**src/rtl/core/dmwbc_ram.sv**
```systemverilog
// ----------------------------------------------------------------------------
// dmwbc_ram
// Generic single-port synchronous RAM, one access a cycle, registered read.
// ----------------------------------------------------------------------------
module dmwbc_ram #(
  parameter int WIDTH = 32,
  parameter int DEPTH = 16
) (
  input  logic                     clk,
  input  logic                     we,
  input  logic [$clog2(DEPTH)-1:0] addr,
  input  logic [WIDTH-1:0]         wdata,
  output logic [WIDTH-1:0]         rdata
);

  logic [WIDTH-1:0] mem [DEPTH];

  always_ff @(posedge clk) begin
    if (we) begin
      mem[addr] <= wdata;
    end
    rdata <= mem[addr];
  end

endmodule

```
**config.mk**
```make
export PLATFORM = sky130hd
export DESIGN_NAME = dmwbc_ram
export DESIGN_NICKNAME = d
export VERILOG_FILES = /design/src/rtl/core/dmwbc_ram.sv
export SDC_FILE = /design/constraint.sdc
export NUM_CORES = 1
export LEC_CHECK = 0
export BUFFER_PORTS_ARGS = -buffer_cell sky130_fd_sc_hd__clkbuf_2
export CORE_MARGIN = 1.5
export CORE_UTILIZATION = 55
export CTS_BUF_LIST = sky130_fd_sc_hd__clkbuf_8
export DETAILED_ROUTE_END_ITERATION = 8
export MAX_ROUTING_LAYER = met4
export PLACE_DENSITY = 0.75
export SLEW_MARGIN = 20
export SYNTH_ARGS = -nofsm -noshare
export SYNTH_HDL_FRONTEND = slang
export SYNTH_SLANG_ARGS = --single-unit
```
**constraint.sdc**
```tcl
create_clock -name clk -period 3.6 [get_ports clk]
set_input_delay 0.54 -clock clk [delete_from_list [all_inputs] [get_ports clk]]
set_output_delay 0.54 -clock clk [all_outputs]
set_load 0.02 [all_outputs]
```
* Word level (Yosys, flattened, before mapping)
Memories as Yosys holds them, arrays and structs flattened. A register that Yosys moved wholly into a read port is not among the register bits.
Index checks and enable logic that the tools add are counted.
** Storage, ports and cells
- Flip-flop bits (word level) :: 0
- RAM bits :: 512
- Input bits :: 38
- Output and inout bits :: 32
- Memories :: 1
** Memory list
- mem :: depth 16, bits a word 32, rd ports 1, clocked after memory_dff 1, wr ports 1, RTL line 16 : logic [WIDTH-1:0] mem [DEPTH];
** Cells by class
- Mux-type cells :: 2
** Operators by type and width (number)
- two-way mux 1 bit :: 2

* Depth between registers and ports, before layout
Gate-level depths: netlist of the first run.
- Word-level depth :: 2
- Gate-level depth with buffers :: 6

* Worst setup path before layout of the first run
Ideal clock, no wire load.
- Path kind :: input to register
- Start point :: in addr[1]
- End point :: mem mem[0][0], enable pin
- Library setup time :: 0.461 ns
- Arrival :: 3.321 ns
- Path slack :: -0.182 ns
- Cell stages on the path :: 4
- Path buffers :: 3
- Cells stage by stage :: buf_2 -> buf_4 -> clkbuf_1 -> nor3_1
** RTL lines
- from (decl) :: RTL line 11 : input logic [$clog2(DEPTH)-1:0] addr,
- to (decl) :: RTL line 16
Straight into the memory's write port.

==> results of run 1 <==
-- area by class of cell --
cell class | count | area share, %
flip-flops and latches | 544 | 70.7
multi-input cells | 251 | 16.6
clock buffers | 92 | 5.59
repair buffers | 102 | 3.46
well taps | 461 | 2.55
clock inverters | 58 | 1.07
diodes | 1 | 0.0111
-- power breakdown --
group          switching, mW  total [mW]  internal, mW
registers             0.0483        7.13          7.08
clock network           2.24        4.59          2.34
logic                  0.401       0.660         0.260
total                   2.69        12.4          9.69
-- flip-flops by register name, summed over array words and instances, names as in the netlist --
register / cells
mem: 512
rdata: 32
-- cells in the mapped netlist --
cell | number | area (um^2)
edfxtp_1 | 512 | 15400
mux4_2 | 128 | 2880
a22oi_1 | 64 | 480
nand2_1 | 33 | 124
dfxtp_1 | 32 | 641
clkbuf_1 | 27 | 101
nor2_1 | 13 | 48.8
buf_2 | 11 | 55.1
buf_6 | 6 | 67.6
nor3_1 | 4 | 20.0
nand2b_1 | 2 | 12.5
nand3b_1 | 2 | 15.0
nor2b_1 | 2 | 12.5
and2_1 | 1 | 6.26
buf_4 | 1 | 7.51
nand3_1 | 1 | 5.00
or3b_2 | 1 | 8.76
-- how the worst max path moves through the flow --
stage                end  startpoint  slack, ns  depth (start not counted)
6_report       rdata[18]     addr[0]       1.65                          5
5_1_grt        rdata[18]     addr[0]       1.53                          5
2_1_floorplan  mem[0][0]     addr[1]      -0.18                          4
3_5_place_dp   rdata[18]     addr[0]       0.98                          5
3_3_place_gp   rdata[18]     addr[0]       0.99                          5
4_1_cts        rdata[18]     addr[0]       1.65                          5
-- cells in the final DEF (no fill, tap or decap), types with 2 or more instances in the layout --
cell type and instances:
edfxtp_1 512, mux4_2 128, clkbuf_8 93, clkbuf_2 67, a22oi_1 64, nand2_1 33
dfxtp_1 32, inv_1 27, clkinv_1 22, buf_4 19, buf_12 14, nor2_4 13
clkinv_2 5, nor3_2 4, inv_6 3, nor2b_4 2, nand3b_1 2, nand2b_1 2
-- logic make-up (layout without fill, tap and decap cells) --
| kind of cell | count (synthesis) | in the layout | share of synthesized area (%) |
|---|---|---|---|
| multiplexers | 128 | 128 | 14.5 |
| AND/OR/NAND/NOR | 59 | 59 | 1.27 |
| buffers and inverters | 45 | 252 | 1.17 |
| flip-flops | 544 | 544 | 80.6 |
| other | 0 | 1 | 0 |
| AO/OA/AOI/OAI | 64 | 64 | 2.42 |
-- worst max-delay path: cells and delay by family --
| family | cells | cell delay (ns) |
|---|---|---|
| buf+inv | 2 | 0.89 |
| mux | 1 | 0.58 |
| compound gates | 1 | 0.24 |
| simple gates | 1 | 0.09 |
-- through the flow --
stage	hold WS [ns]	area, um^2	TNS [ns]
floorplan	0.635	19900	-23.25
global placement	0.654	21100	0
detailed placement	0.658	21100	0
CTS	0.280	22600	0
global route	0.333	22600	0
finish	0.327	22600	0
-- layer usage --
| layer | part of all wire, % | GRT usage (%) |
|---|---|---|
| met1 | 41 | 33.1 |
| met2 | 48 | 35.2 |
| met3 | 8.6 | 4.72 |
| met4 | 2.1 | 7.75 |
| met5 | 0 | - |
==> flow_summary.html, run 1 <==
<table>
<tr><th>Metric</th><th>Value</th></tr>
<tr><th colspan="2">Outcome</th></tr>
<tr><td>Outcome</td><td>completed</td></tr>
<tr><th colspan="2">Floorplanning</th></tr>
<tr><td>Effective utilization at floorplan</td><td>55.8%</td></tr>
<tr><td>Full die area</td><td>37300 um^2</td></tr>
<tr><td>Number of primary I/O pins</td><td>70</td></tr>
<tr><td>Core area</td><td>around 36000 um^2</td></tr>
<tr><td>Width of the die</td><td>193 um</td></tr>
<tr><td>Placement row count</td><td>69</td></tr>
<tr><td>Die span in y</td><td>193 um</td></tr>
<tr><th colspan="2">Run</th></tr>
<tr><td>Count of max-cap constraint violations</td><td>0</td></tr>
<tr><th colspan="2">Synthesis</th></tr>
<tr><td>Post-synthesis cell area</td><td>just under 20000 um^2</td></tr>
<tr><td>Syn nets</td><td>878</td></tr>
<tr><td>Ys Warns</td><td>0</td></tr>
<tr><td>Avg Synthesized Cell Area</td><td>about 24 um^2</td></tr>
<tr><td>Number of distinct library cells after synthesis</td><td>17</td></tr>
<tr><td>Seq cells post-synth</td><td>544</td></tr>
<tr><td>Synthesized instance count</td><td>840</td></tr>
<tr><td>Proportion of synthesized chip area in sequential cells</td><td>80.6%</td></tr>
<tr><th colspan="2">CTS</th></tr>
<tr><td>Hold bufs inserted after CTS</td><td>0</td></tr>
<tr><td>Worst-Skew Late Latency</td><td>0.62 ns</td></tr>
<tr><td>Number of H-tree branching levels</td><td>3</td></tr>
<tr><td>Clock transition at the registers of the reported paths</td><td>~0.06 ns</td></tr>
<tr><td>Count of cells resized by post-cts repair</td><td>0</td></tr>
<tr><td>Cell at the root of the clock tree</td><td>clkbuf_8</td></tr>
<tr><td>Number of buffers added by the clock tree synthesis step</td><td>between 80 and 90</td></tr>
<tr><td>Count of buffers added by post-CTS timing repair for setup</td><td>0</td></tr>
<tr><td>Max Buffers Root-to-Sink</td><td>3</td></tr>
<tr><td>CTS tree</td><td>built</td></tr>
<tr><td>CTS Sinks</td><td>544</td></tr>
<tr><th colspan="2">Setup path</th></tr>
<tr><td>Startpoint kind of the worst setup timing path</td><td>primary input</td></tr>
<tr><td>Worst Setup End Kind</td><td>flip-flop</td></tr>
<tr><td>Critical Path, Cell by Cell</td><td>clkbuf_8 &gt; buf_12 &gt; mux4_2 &gt; a22oi_1 &gt; nand2_1</td></tr>
<tr><td>Crit path largest cell delay</td><td>0.58 ns</td></tr>
<tr><td>Reg-to-reg startpoint</td><td>mem[3][18]</td></tr>
<tr><td>Path depth of the worst reg2reg path</td><td>3</td></tr>
<tr><td>Max FO, Critical Path</td><td>54</td></tr>
<tr><td>Critical-path top delay cell</td><td>mux4_2</td></tr>
<tr><td>Required time at the worst-slack endpoint</td><td>4.10 ns</td></tr>
<tr><td>Category of the most critical setup path</td><td>primary input to flip-flop</td></tr>
<tr><td>Setup slack, reg-to-reg</td><td>2.28 ns</td></tr>
<tr><td>Worst endpoint data arrival time</td><td>2.45 ns</td></tr>
<tr><td>Endpoint of the lowest-slack register-to-register path</td><td>rdata[18]</td></tr>
<tr><th colspan="2">Timing</th></tr>
<tr><td>Final Critical Period</td><td>1.95 ns</td></tr>
<tr><td>Number of max-slew violations in the final report</td><td>0</td></tr>
<tr><td>Endpoints failing setup</td><td>0</td></tr>
<tr><td>Setup repair after global routing missed its margin</td><td>false</td></tr>
<tr><td>Worst slew pin tran</td><td>0.795 ns</td></tr>
<tr><td>Post-route clock period utilization</td><td>a little over half</td></tr>
<tr><td>Max-slew headroom</td><td>46.9%</td></tr>
<tr><td>Worst clock skew</td><td>between 0.015 and 0.02 ns</td></tr>
<tr><td>Post-route setup slack</td><td>1.65 ns</td></tr>
<tr><td>Count of endpoints failing hold in the final timing report</td><td>0</td></tr>
<tr><td>Fmax</td><td>between 0.5 and 0.6 GHz</td></tr>
<tr><th colspan="2">Placed design</th></tr>
<tr><td>Placed wire-length estimate after detailed placement</td><td>21500 um</td></tr>
<tr><td>Quantity of I/O buffers inserted on ports</td><td>69</td></tr>
<tr><td>Post-Place Setup Slack</td><td>0.982 ns</td></tr>
<tr><td>Routability congestion estimate</td><td>0.757</td></tr>
<tr><td>Placed Cells incl. Taps</td><td>1358</td></tr>
<tr><th colspan="2">Min path</th></tr>
<tr><td>Hold Path Origin</td><td>wdata[14]</td></tr>
<tr><td>Hold worst-path end</td><td>mem[11][14]</td></tr>
<tr><td>Number of cells on the worst hold path</td><td>1</td></tr>
<tr><td>Min-Delay Path Class</td><td>primary input to flip-flop</td></tr>
<tr><th colspan="2">Routing</th></tr>
<tr><td>Aggregate routed wire length</td><td>40600 um</td></tr>
<tr><td>Post-detailed-route count of antenna-violating nets</td><td>0</td></tr>
<tr><td>Vias per inst</td><td>just over 6</td></tr>
<tr><td>Avg WL per Cell</td><td>26.9 um</td></tr>
<tr><td>Number of remaining DRC errors</td><td>0</td></tr>
<tr><td>Count of TritonRoute iterations in the first routing pass</td><td>5</td></tr>
<tr><td>Vias after detailed routing</td><td>9246</td></tr>
<tr><td>Drt initial violations</td><td>~1100</td></tr>
<tr><th colspan="2">Finish</th></tr>
<tr><td>Total area of sequential cells</td><td>16000 um^2</td></tr>
<tr><td>Nets@finish</td><td>1020</td></tr>
<tr><td>Post-synthesis to final-layout area growth</td><td>14.0%</td></tr>
<tr><td>Final standard cell count with taps included and fillers excluded</td><td>1509</td></tr>
<tr><td>Fill count</td><td>2323</td></tr>
<tr><td>Fraction of layout cells with a size suffix above 1</td><td>33.6%</td></tr>
<tr><td>Final core utilization</td><td>63.6%</td></tr>
<tr><td>Multi-input gate area in the final layout</td><td>3750 um^2</td></tr>
<tr><th colspan="2">Power and ir drop</th></tr>
<tr><td>Ratio of total power to cell area</td><td>547 nW/um^2</td></tr>
<tr><td>Power after layout</td><td>12.4 mW</td></tr>
<tr><td>Max VDD drop</td><td>0.000318 V</td></tr>
<tr><td>Total leakage power</td><td>7.41 nW</td></tr>
<tr><th colspan="2">Global route</th></tr>
<tr><td>Number of global-route vias before repair</td><td>roughly 9500</td></tr>
<tr><td>Pin count of the biggest net entering global routing</td><td>84</td></tr>
<tr><td>Overall global routing resource usage</td><td>23.5%</td></tr>
<tr><td>Total overflow reported by the global router</td><td>0</td></tr>
<tr><td>Initial antenna violation count</td><td>1</td></tr>
<tr><td>First-pass GRT wire length</td><td>59500 um</td></tr>
</table>
(Power assumes the default switching activity.)
==> run 2: changes to the inputs <==
- PLACE_DENSITY: 0.75 -> 0.72
- clock period: 3.6 -> 2 ns (I/O delays scaled with it)
==> run 2 against run 1 <==
- design area rose by 2.4%
- largest power group unchanged
- cell count rose by 2.0%
- count of clock-buffer cells in the layout fell by 5
- total power rose by 84%
- largest cell class unchanged
- wire length fell by 0.47%
- critical path type is now flip-flop to primary output
- via count rose by 0.13%
==> flow_summary.html, run 2 (synthesized netlist as in run 1, its figures left out) <==
<table>
<tr><th>Metric</th><th>Value</th></tr>
<tr><th colspan="2">Outcome</th></tr>
<tr><td>Outcome</td><td>completed</td></tr>
<tr><th colspan="2">Global route</th></tr>
<tr><td>Total overflow reported by the global router</td><td>0 (unchanged)</td></tr>
<tr><td>Number of global-route vias before repair</td><td>9750 (+2.8%)</td></tr>
<tr><td>Initial antenna violation count</td><td>2 (+1)</td></tr>
<tr><td>Pin count of the biggest net entering global routing</td><td>41 (-51%)</td></tr>
<tr><td>First-pass GRT wire length</td><td>60000 um (+0.93%)</td></tr>
<tr><td>Overall global routing resource usage</td><td>23.5% (about the same)</td></tr>
<tr><th colspan="2">CTS</th></tr>
<tr><td>Number of H-tree branching levels</td><td>3 (unchanged)</td></tr>
<tr><td>Number of buffers added by the clock tree synthesis step</td><td>84 (+1.2%)</td></tr>
<tr><td>Count of buffers added by post-CTS timing repair for setup</td><td>0 (unchanged)</td></tr>
<tr><td>CTS tree</td><td>built</td></tr>
<tr><td>Max Buffers Root-to-Sink</td><td>3 (unchanged)</td></tr>
<tr><td>Cell at the root of the clock tree</td><td>clkbuf_8</td></tr>
<tr><td>CTS Sinks</td><td>544 (unchanged)</td></tr>
<tr><td>Hold bufs inserted after CTS</td><td>0 (unchanged)</td></tr>
<tr><td>Clock transition at the registers of the reported paths</td><td>0.07 ns (about the same)</td></tr>
<tr><td>Count of cells resized by post-cts repair</td><td>0 (unchanged)</td></tr>
<tr><td>Worst-Skew Late Latency</td><td>0.62 ns (about the same)</td></tr>
<tr><th colspan="2">Timing</th></tr>
<tr><td>Final Critical Period</td><td>1.54 ns</td></tr>
<tr><td>Setup repair after global routing missed its margin</td><td>false</td></tr>
<tr><td>Endpoints failing setup</td><td>0 (unchanged)</td></tr>
<tr><td>Fmax</td><td>0.650 GHz</td></tr>
<tr><td>Post-route setup slack</td><td>0.461 ns (-1.19 ns)</td></tr>
<tr><td>Max-slew headroom</td><td>28.8% (-18 points)</td></tr>
<tr><td>Worst clock skew</td><td>0.0213 ns (+0.00252 ns)</td></tr>
<tr><td>Post-route clock period utilization</td><td>76.9%</td></tr>
<tr><td>Worst slew pin tran</td><td>1.07 ns (+0.273 ns)</td></tr>
<tr><td>Count of endpoints failing hold in the final timing report</td><td>0 (unchanged)</td></tr>
<tr><td>Number of max-slew violations in the final report</td><td>0 (unchanged)</td></tr>
<tr><th colspan="2">Setup path</th></tr>
<tr><td>Startpoint kind of the worst setup timing path</td><td>flip-flop</td></tr>
<tr><td>Critical-path top delay cell</td><td>dfxtp_1</td></tr>
<tr><td>Critical Path, Cell by Cell</td><td>clkbuf_2</td></tr>
<tr><td>Top delay family on crit path</td><td>flip-flops</td></tr>
<tr><td>Category of the most critical setup path</td><td>flip-flop to primary output</td></tr>
<tr><td>Required time at the worst-slack endpoint</td><td>1.70 ns (-2.40 ns)</td></tr>
<tr><td>Worst endpoint data arrival time</td><td>1.24 ns (-1.21 ns)</td></tr>
<tr><td>Worst Setup End Kind</td><td>primary output</td></tr>
<tr><td>Crit path largest cell delay</td><td>0.42 ns (-0.16 ns)</td></tr>
<tr><td>Count of buffering cells on the critical path with inverters included</td><td>1 (-1)</td></tr>
<tr><td>Max FO, Critical Path</td><td>1 (-98%)</td></tr>
<tr><th colspan="2">Power and ir drop</th></tr>
<tr><td>Switching component of the power</td><td>4.90 mW (+82%)</td></tr>
<tr><td>Clk pwr share</td><td>38.0% (+0.9 points)</td></tr>
<tr><td>Net Sw Frac</td><td>21.5% (-0.21 points)</td></tr>
<tr><td>Internal power component</td><td>17.8 mW (+84%)</td></tr>
<tr><td>Power after layout</td><td>22.7 mW (+84%)</td></tr>
<tr><td>Fraction of power consumed by combinational cells</td><td>5.5% (+0.2 points)</td></tr>
<tr><td>Max VDD drop</td><td>0.000643 V (+100%)</td></tr>
<tr><td>Total leakage power</td><td>7.67 nW (+3.5%)</td></tr>
<tr><td>Ratio of total power to cell area</td><td>980 nW/um^2 (+79%)</td></tr>
<tr><td>Power share of the sequential group</td><td>56.5% (-1.1 points)</td></tr>
<tr><th colspan="2">Routing</th></tr>
<tr><td>Vias after detailed routing</td><td>9258 (+0.13%)</td></tr>
<tr><td>Drt initial violations</td><td>723 (-33%)</td></tr>
<tr><td>Vias per inst</td><td>6.02 (-1.8%)</td></tr>
<tr><td>Avg WL per Cell</td><td>26.2 um (-2.4%)</td></tr>
<tr><td>Post-detailed-route count of antenna-violating nets</td><td>0 (unchanged)</td></tr>
<tr><td>Aggregate routed wire length</td><td>40400 um (-0.47%)</td></tr>
<tr><td>Number of remaining DRC errors</td><td>0 (unchanged)</td></tr>
<tr><td>Count of TritonRoute iterations in the first routing pass</td><td>5 (unchanged)</td></tr>
<tr><th colspan="2">Floorplanning</th></tr>
<tr><td>Number of primary I/O pins</td><td>70 (unchanged)</td></tr>
<tr><td>Full die area</td><td>37300 um^2 (unchanged)</td></tr>
<tr><td>Die span in y</td><td>193 um (unchanged)</td></tr>
<tr><td>Placement row count</td><td>69 (unchanged)</td></tr>
<tr><td>Effective utilization at floorplan</td><td>55.8% (unchanged)</td></tr>
<tr><td>Core area</td><td>35600 um^2 (unchanged)</td></tr>
<tr><td>Width of the die</td><td>193 um (unchanged)</td></tr>
<tr><th colspan="2">Placed design</th></tr>
<tr><td>Placed wire-length estimate after detailed placement</td><td>22700 um (+5.4%)</td></tr>
<tr><td>Routability congestion estimate</td><td>0.737 (-2.7%)</td></tr>
<tr><td>Post-Place Setup Slack</td><td>0.0692 ns (-0.913 ns)</td></tr>
<tr><td>Quantity of I/O buffers inserted on ports</td><td>69 (unchanged)</td></tr>
<tr><th colspan="2">Finish</th></tr>
<tr><td>Fill count</td><td>2334 (+0.47%)</td></tr>
<tr><td>Nets@finish</td><td>1052 (+3.1%)</td></tr>
<tr><td>Largest register FFs</td><td>512 (unchanged)</td></tr>
<tr><td>Total area of sequential cells</td><td>16000 um^2 (unchanged)</td></tr>
<tr><td>Most common library cell in the layout ignoring fill and taps</td><td>edfxtp_1</td></tr>
<tr><td>Register with the highest flop count</td><td>mem</td></tr>
<tr><td>Multi-input gate area in the final layout</td><td>3780 um^2 (+0.93%)</td></tr>
<tr><td>Regs by FF count</td><td>mem x512, rdata x32</td></tr>
<tr><td>Final core utilization</td><td>65.2% (+1.6 points)</td></tr>
<tr><td>Top library cells by usage in the layout, fill and taps aside</td><td>edfxtp_1, mux4_2, clkbuf_8</td></tr>
<tr><td>Post-synthesis to final-layout area growth</td><td>16.8%</td></tr>
<tr><td>Fraction of layout cells with a size suffix above 1</td><td>36.4% (+2.8 points)</td></tr>
<tr><th colspan="2">Run</th></tr>
<tr><td>Count of max-cap constraint violations</td><td>0 (unchanged)</td></tr>
<tr><th colspan="2">Min path</th></tr>
<tr><td>Min-Delay Path Class</td><td>primary input to flip-flop</td></tr>
</table>
[run 2: changes by cell type in the layout (fill, tap and decap cells not counted), moves of 2 or more]
cell,before,now
nand2b_2,0,2
nand2b_1,2,0
bufinv_16,0,4
buf_4,19,32
nor3_2,4,0
nor3_4,0,4
clkbuf_8,93,88
buf_12,14,32
clkinv_2,5,11
clkinv_1,22,13
[run 2: cell type report]
type	count	area share, %
sequential	544	69.1
multi-input combinational	251	16.3
timing repair buffer	133	5.35
clock buffer	87	5.16
tap	461	2.49
clock inverter	61	1.60
antenna	2	0.0216
[run 2: power groups by stage]
stage          clock [mW]  combinational, mW  sequential (mW)
3_3_place_gp            0               1.24             13.1
2_1_floorplan           0              0.644             13.1
6_report             8.64               1.25             12.8
3_5_place_dp            0               1.27             13.1
4_1_cts              8.81               1.27             12.8
5_1_grt              9.32               1.35             12.9
[run 2: final timing paths]
| kind | startpoint | end | slack (ns) | cells after the start |
|---|---|---|---|---|
| setup reg to reg | mem[3][19] | rdata[19] | 0.63 | 3 |
| hold reg to reg | mem[7][22] | rdata[22] | 0.65 | 3 |
| hold / removal | wdata[9] | mem[8][9] | 0.09 | 1 |
| setup / recovery | rdata[22] | rdata[22] | 0.46 | 1 |
[run 2: per-stage QoR]
step	instances	setup TNS (ns)	hold WS [ns]	instance area [um^2]
after detailed placement	1389	0	0.655	21600
after floorplan	840	-2.31	0.399	20000
after global routing	1539	0	0.0893	23200
after global placement	1389	0	0.646	21600
final	1539	0	0.0924	23200
after CTS	1537	0	0.0633	23200
[run 2: layer usage]
| metal | global-route usage, % | up-vias | part of all wire [%] |
|---|---|---|---|
| met2 | 37.6 | 345 | 51 |
| met5 | - | - | 0 |
| li1 | - | 3946 | - |
| met1 | 31.4 | 4902 | 41 |
| met4 | 6.66 | 0 | 1.6 |
| met3 | 4.51 | 65 | 6.6 |
==> run 3: changes to the inputs <==
- clock period: 2 -> 1.5 ns (I/O delays scaled with it)
==> run 3 against run 2 <==
- cell count rose by 4.1%
- sequential power rose by 34%
- setup slack got worse by 0.42 ns
- worst hold slack got worse by 0.061 ns
- total power rose by 37%
- combinational power rose by 47%
- sequential cell count did not move
- wire length rose by 4.0%
- non-clock buffer count rose by 50
- global-route usage rose by 0.87 points
- die area did not move
- first-iteration DRC count rose by 18%
- critical path type unchanged
- largest cell class unchanged
==> flow_summary.html, run 3 (synthesized netlist as in run 1, its figures left out) <==
<table>
<tr><th>Metric</th><th>Value</th></tr>
<tr><th colspan="2">Outcome</th></tr>
<tr><td>Outcome</td><td>completed</td></tr>
<tr><th colspan="2">Setup path</th></tr>
<tr><td>Count of buffering cells on the critical path with inverters included</td><td>1 (unchanged)</td></tr>
<tr><td>Worst Setup End Kind</td><td>primary output</td></tr>
<tr><td>Crit path largest cell delay</td><td>0.39 ns (-0.03 ns)</td></tr>
<tr><td>CP startpoint</td><td>rdata[3]</td></tr>
<tr><td>Setup slack, reg-to-reg</td><td>0.17 ns (-0.46 ns)</td></tr>
<tr><td>Critical-path top delay cell</td><td>dfxtp_1</td></tr>
<tr><td>Path depth of the worst reg2reg path</td><td>3 (unchanged)</td></tr>
<tr><td>Top delay family on crit path</td><td>flip-flops</td></tr>
<tr><td>Category of the most critical setup path</td><td>flip-flop to primary output</td></tr>
<tr><td>Max FO, Critical Path</td><td>1 (unchanged)</td></tr>
<tr><td>Endpoint of the lowest-slack register-to-register path</td><td>rdata[11]</td></tr>
<tr><td>Startpoint kind of the worst setup timing path</td><td>flip-flop</td></tr>
<tr><td>Required time at the worst-slack endpoint</td><td>1.27 ns (-0.43 ns)</td></tr>
<tr><td>Reg-to-reg startpoint</td><td>mem[3][11]</td></tr>
<tr><td>Worst endpoint data arrival time</td><td>1.23 ns (about the same)</td></tr>
<tr><td>Critical Path, Cell by Cell</td><td>clkbuf_2</td></tr>
<tr><th colspan="2">Global route</th></tr>
<tr><td>First-pass GRT wire length</td><td>61800 um (+3.0%)</td></tr>
<tr><td>Layer with the highest usage after global routing</td><td>met2</td></tr>
<tr><td>Number of global-route vias before repair</td><td>9976 (+2.3%)</td></tr>
<tr><td>Met3 Use GR</td><td>4.24% (-0.27 points)</td></tr>
<tr><td>Total overflow reported by the global router</td><td>0 (unchanged)</td></tr>
<tr><td>Pin count of the biggest net entering global routing</td><td>26 (-37%)</td></tr>
<tr><td>Overall global routing resource usage</td><td>24.4% (+0.87 points)</td></tr>
<tr><td>Initial antenna violation count</td><td>0 (-2)</td></tr>
<tr><td>Global Route met2 Usage</td><td>40.1% (+2.5 points)</td></tr>
<tr><td>Met1 routing resource usage after global routing</td><td>31.1% (-0.28 points)</td></tr>
<tr><th colspan="2">Floorplanning</th></tr>
<tr><td>Effective utilization at floorplan</td><td>55.8% (unchanged)</td></tr>
<tr><td>Full die area</td><td>37300 um^2 (unchanged)</td></tr>
<tr><td>Number of primary I/O pins</td><td>70 (unchanged)</td></tr>
<tr><td>Die span in y</td><td>193 um (unchanged)</td></tr>
<tr><td>Placement row count</td><td>69 (unchanged)</td></tr>
<tr><td>Core area</td><td>35600 um^2 (unchanged)</td></tr>
<tr><td>Width of the die</td><td>193 um (unchanged)</td></tr>
<tr><th colspan="2">Timing</th></tr>
<tr><td>Number of max-slew violations in the final report</td><td>0 (unchanged)</td></tr>
<tr><td>Worst clock skew</td><td>0.0232 ns (+0.00187 ns)</td></tr>
<tr><td>Worst slew pin tran</td><td>0.333 ns (-0.735 ns)</td></tr>
<tr><td>Final Critical Period</td><td>1.46 ns</td></tr>
<tr><td>Setup repair after global routing missed its margin</td><td>false</td></tr>
<tr><td>Max-slew headroom</td><td>77.8% (+49 points)</td></tr>
<tr><td>Endpoints failing setup</td><td>0 (unchanged)</td></tr>
<tr><td>Fmax</td><td>0.686 GHz</td></tr>
<tr><td>Count of endpoints failing hold in the final timing report</td><td>0 (unchanged)</td></tr>
<tr><td>Post-route clock period utilization</td><td>between 90% and 100%</td></tr>
<tr><th colspan="2">Routing</th></tr>
<tr><td>Avg WL per Cell</td><td>26.2 um (about the same)</td></tr>
<tr><td>Count of TritonRoute iterations in the first routing pass</td><td>5 (unchanged)</td></tr>
<tr><td>Number of remaining DRC errors</td><td>0 (unchanged)</td></tr>
<tr><td>Aggregate routed wire length</td><td>42000 um (+4.0%)</td></tr>
<tr><td>Post-detailed-route count of antenna-violating nets</td><td>0 (unchanged)</td></tr>
<tr><td>Vias per inst</td><td>5.94 (-1.3%)</td></tr>
<tr><td>Vias after detailed routing</td><td>9515 (+2.8%)</td></tr>
<tr><td>Drt initial violations</td><td>851 (+18%)</td></tr>
<tr><th colspan="2">CTS</th></tr>
<tr><td>Hold bufs inserted after CTS</td><td>27 (+27)</td></tr>
<tr><td>Count of buffers added by post-CTS timing repair for setup</td><td>0 (unchanged)</td></tr>
<tr><td>Cell at the root of the clock tree</td><td>clkbuf_8</td></tr>
<tr><td>CTS tree</td><td>built</td></tr>
<tr><td>Number of buffers added by the clock tree synthesis step</td><td>87 (+3.6%)</td></tr>
<tr><td>Clock transition at the registers of the reported paths</td><td>0.06 ns (about the same)</td></tr>
<tr><td>Worst-Skew Late Latency</td><td>0.64 ns (+0.02 ns)</td></tr>
<tr><td>Number of H-tree branching levels</td><td>3 (unchanged)</td></tr>
<tr><td>Max Buffers Root-to-Sink</td><td>3 (unchanged)</td></tr>
<tr><td>Count of cells resized by post-cts repair</td><td>0 (unchanged)</td></tr>
<tr><td>CTS Sinks</td><td>544 (unchanged)</td></tr>
<tr><th colspan="2">Finish</th></tr>
<tr><td>Final core utilization</td><td>67.4% (+2.2 points)</td></tr>
<tr><td>Most common library cell in the layout ignoring fill and taps</td><td>edfxtp_1</td></tr>
<tr><td>Largest register FFs</td><td>512 (unchanged)</td></tr>
<tr><td>Register with the highest flop count</td><td>mem</td></tr>
<tr><td>Design area</td><td>24000 um^2 (+3.4%)</td></tr>
<tr><td>Regs by FF count</td><td>mem x512, rdata x32</td></tr>
<tr><td>Top library cells by usage in the layout, fill and taps aside</td><td>edfxtp_1, mux4_2, clkbuf_8</td></tr>
<tr><td>Fraction of layout cells with a size suffix above 1</td><td>37.7% (+1.3 points)</td></tr>
<tr><td>Fill count</td><td>2194 (-6.0%)</td></tr>
<tr><td>Number of inserted diodes</td><td>0 (-2)</td></tr>
<tr><td>Post-synthesis to final-layout area growth</td><td>20.7%</td></tr>
<tr><td>Nets@finish</td><td>1105 (+5.0%)</td></tr>
<tr><th colspan="2">Power and ir drop</th></tr>
<tr><td>Total leakage power</td><td>8.05 nW (+5.0%)</td></tr>
<tr><td>Power after layout</td><td>31.2 mW (+37%)</td></tr>
<tr><td>Max VDD drop</td><td>0.00135 V (+110%)</td></tr>
<tr><td>Ratio of total power to cell area</td><td>1300 nW/um^2 (+33%)</td></tr>
<tr><th colspan="2">Run</th></tr>
<tr><td>Count of max-cap constraint violations</td><td>0 (unchanged)</td></tr>
<tr><th colspan="2">Placed design</th></tr>
<tr><td>Placed wire-length estimate after detailed placement</td><td>23600 um (+4.0%)</td></tr>
<tr><td>Instance area at placement</td><td>22000 um^2 (+1.7%)</td></tr>
<tr><td>Quantity of I/O buffers inserted on ports</td><td>69 (unchanged)</td></tr>
<tr><td>Routability congestion estimate</td><td>0.752 (+2.1%)</td></tr>
<tr><th colspan="2">Min path</th></tr>
<tr><td>Hold worst-path end</td><td>mem[5][11]</td></tr>
<tr><td>Number of cells on the worst hold path</td><td>1 (unchanged)</td></tr>
<tr><td>Min-Delay Path Class</td><td>primary input to flip-flop</td></tr>
<tr><td>Hold Path Origin</td><td>wdata[11]</td></tr>
</table>
run 3: cell type report:
type                    count  area [um^2]  share of cell area, %
repair buffers            183         1850                   7.71
multi-input cells         251         3810                   15.9
flip-flops and latches    544        16000                   66.8
clock buffers             101         1390                   5.80
clock inverters            62          345                   1.44
well taps                 461          577                   2.40
run 3: worst register-to-register path, cell delays in order (launching register included):
cell,delay (ns)
edfxtp_1,0.37
mux4_2,0.49
a22oi_1,0.26
nand2_1,0.09
run 3: worst max path at each step:
stage,end,slack (ns),cells after the start
finish,rdata[3],0.04,1
CTS,rdata[26],0.01,1
detailed placement,rdata[26],-0.20,6
global route,rdata[3],0.03,1
floorplan,mem[0][0],-0.45,2
global placement,rdata[1],-0.18,6
run 3: per-stage QoR:
| stage | hold WS [ns] | worst slack [ns] | std cells | TNS, ns |
|---|---|---|---|---|
| 4_1_cts | 0.00943 | 0.0142 | 1602 | 0 |
| 3_3_place_gp | 0.611 | -0.184 | 1412 | -46.32 |
| 3_5_place_dp | 0.633 | -0.200 | 1412 | -49.43 |
| 2_1_floorplan | 0.324 | -0.454 | 840 | -111.26 |
| 6_report | 0.0309 | 0.0423 | 1602 | 0 |
| 5_1_grt | 0.0237 | 0.0250 | 1602 | 0 |
run 3: layer usage:
layer / wire, um / vias up
met2: 21800 / 364
li1: - / 4063
met5: 0 / -
met3: 2640 / 85
met1: 16500 / 5003
met4: 1050 / 0
run 3: power by group:
| group | internal [mW] | switching (mW) | total [mW] | leakage [nW] |
|---|---|---|---|---|
| Sequential | 17.0 | 0.112 | 17.1 | 4.89 |
| Clock | 6.68 | 5.58 | 12.3 | 0.998 |
| Combinational | 0.823 | 1.02 | 1.84 | 2.16 |
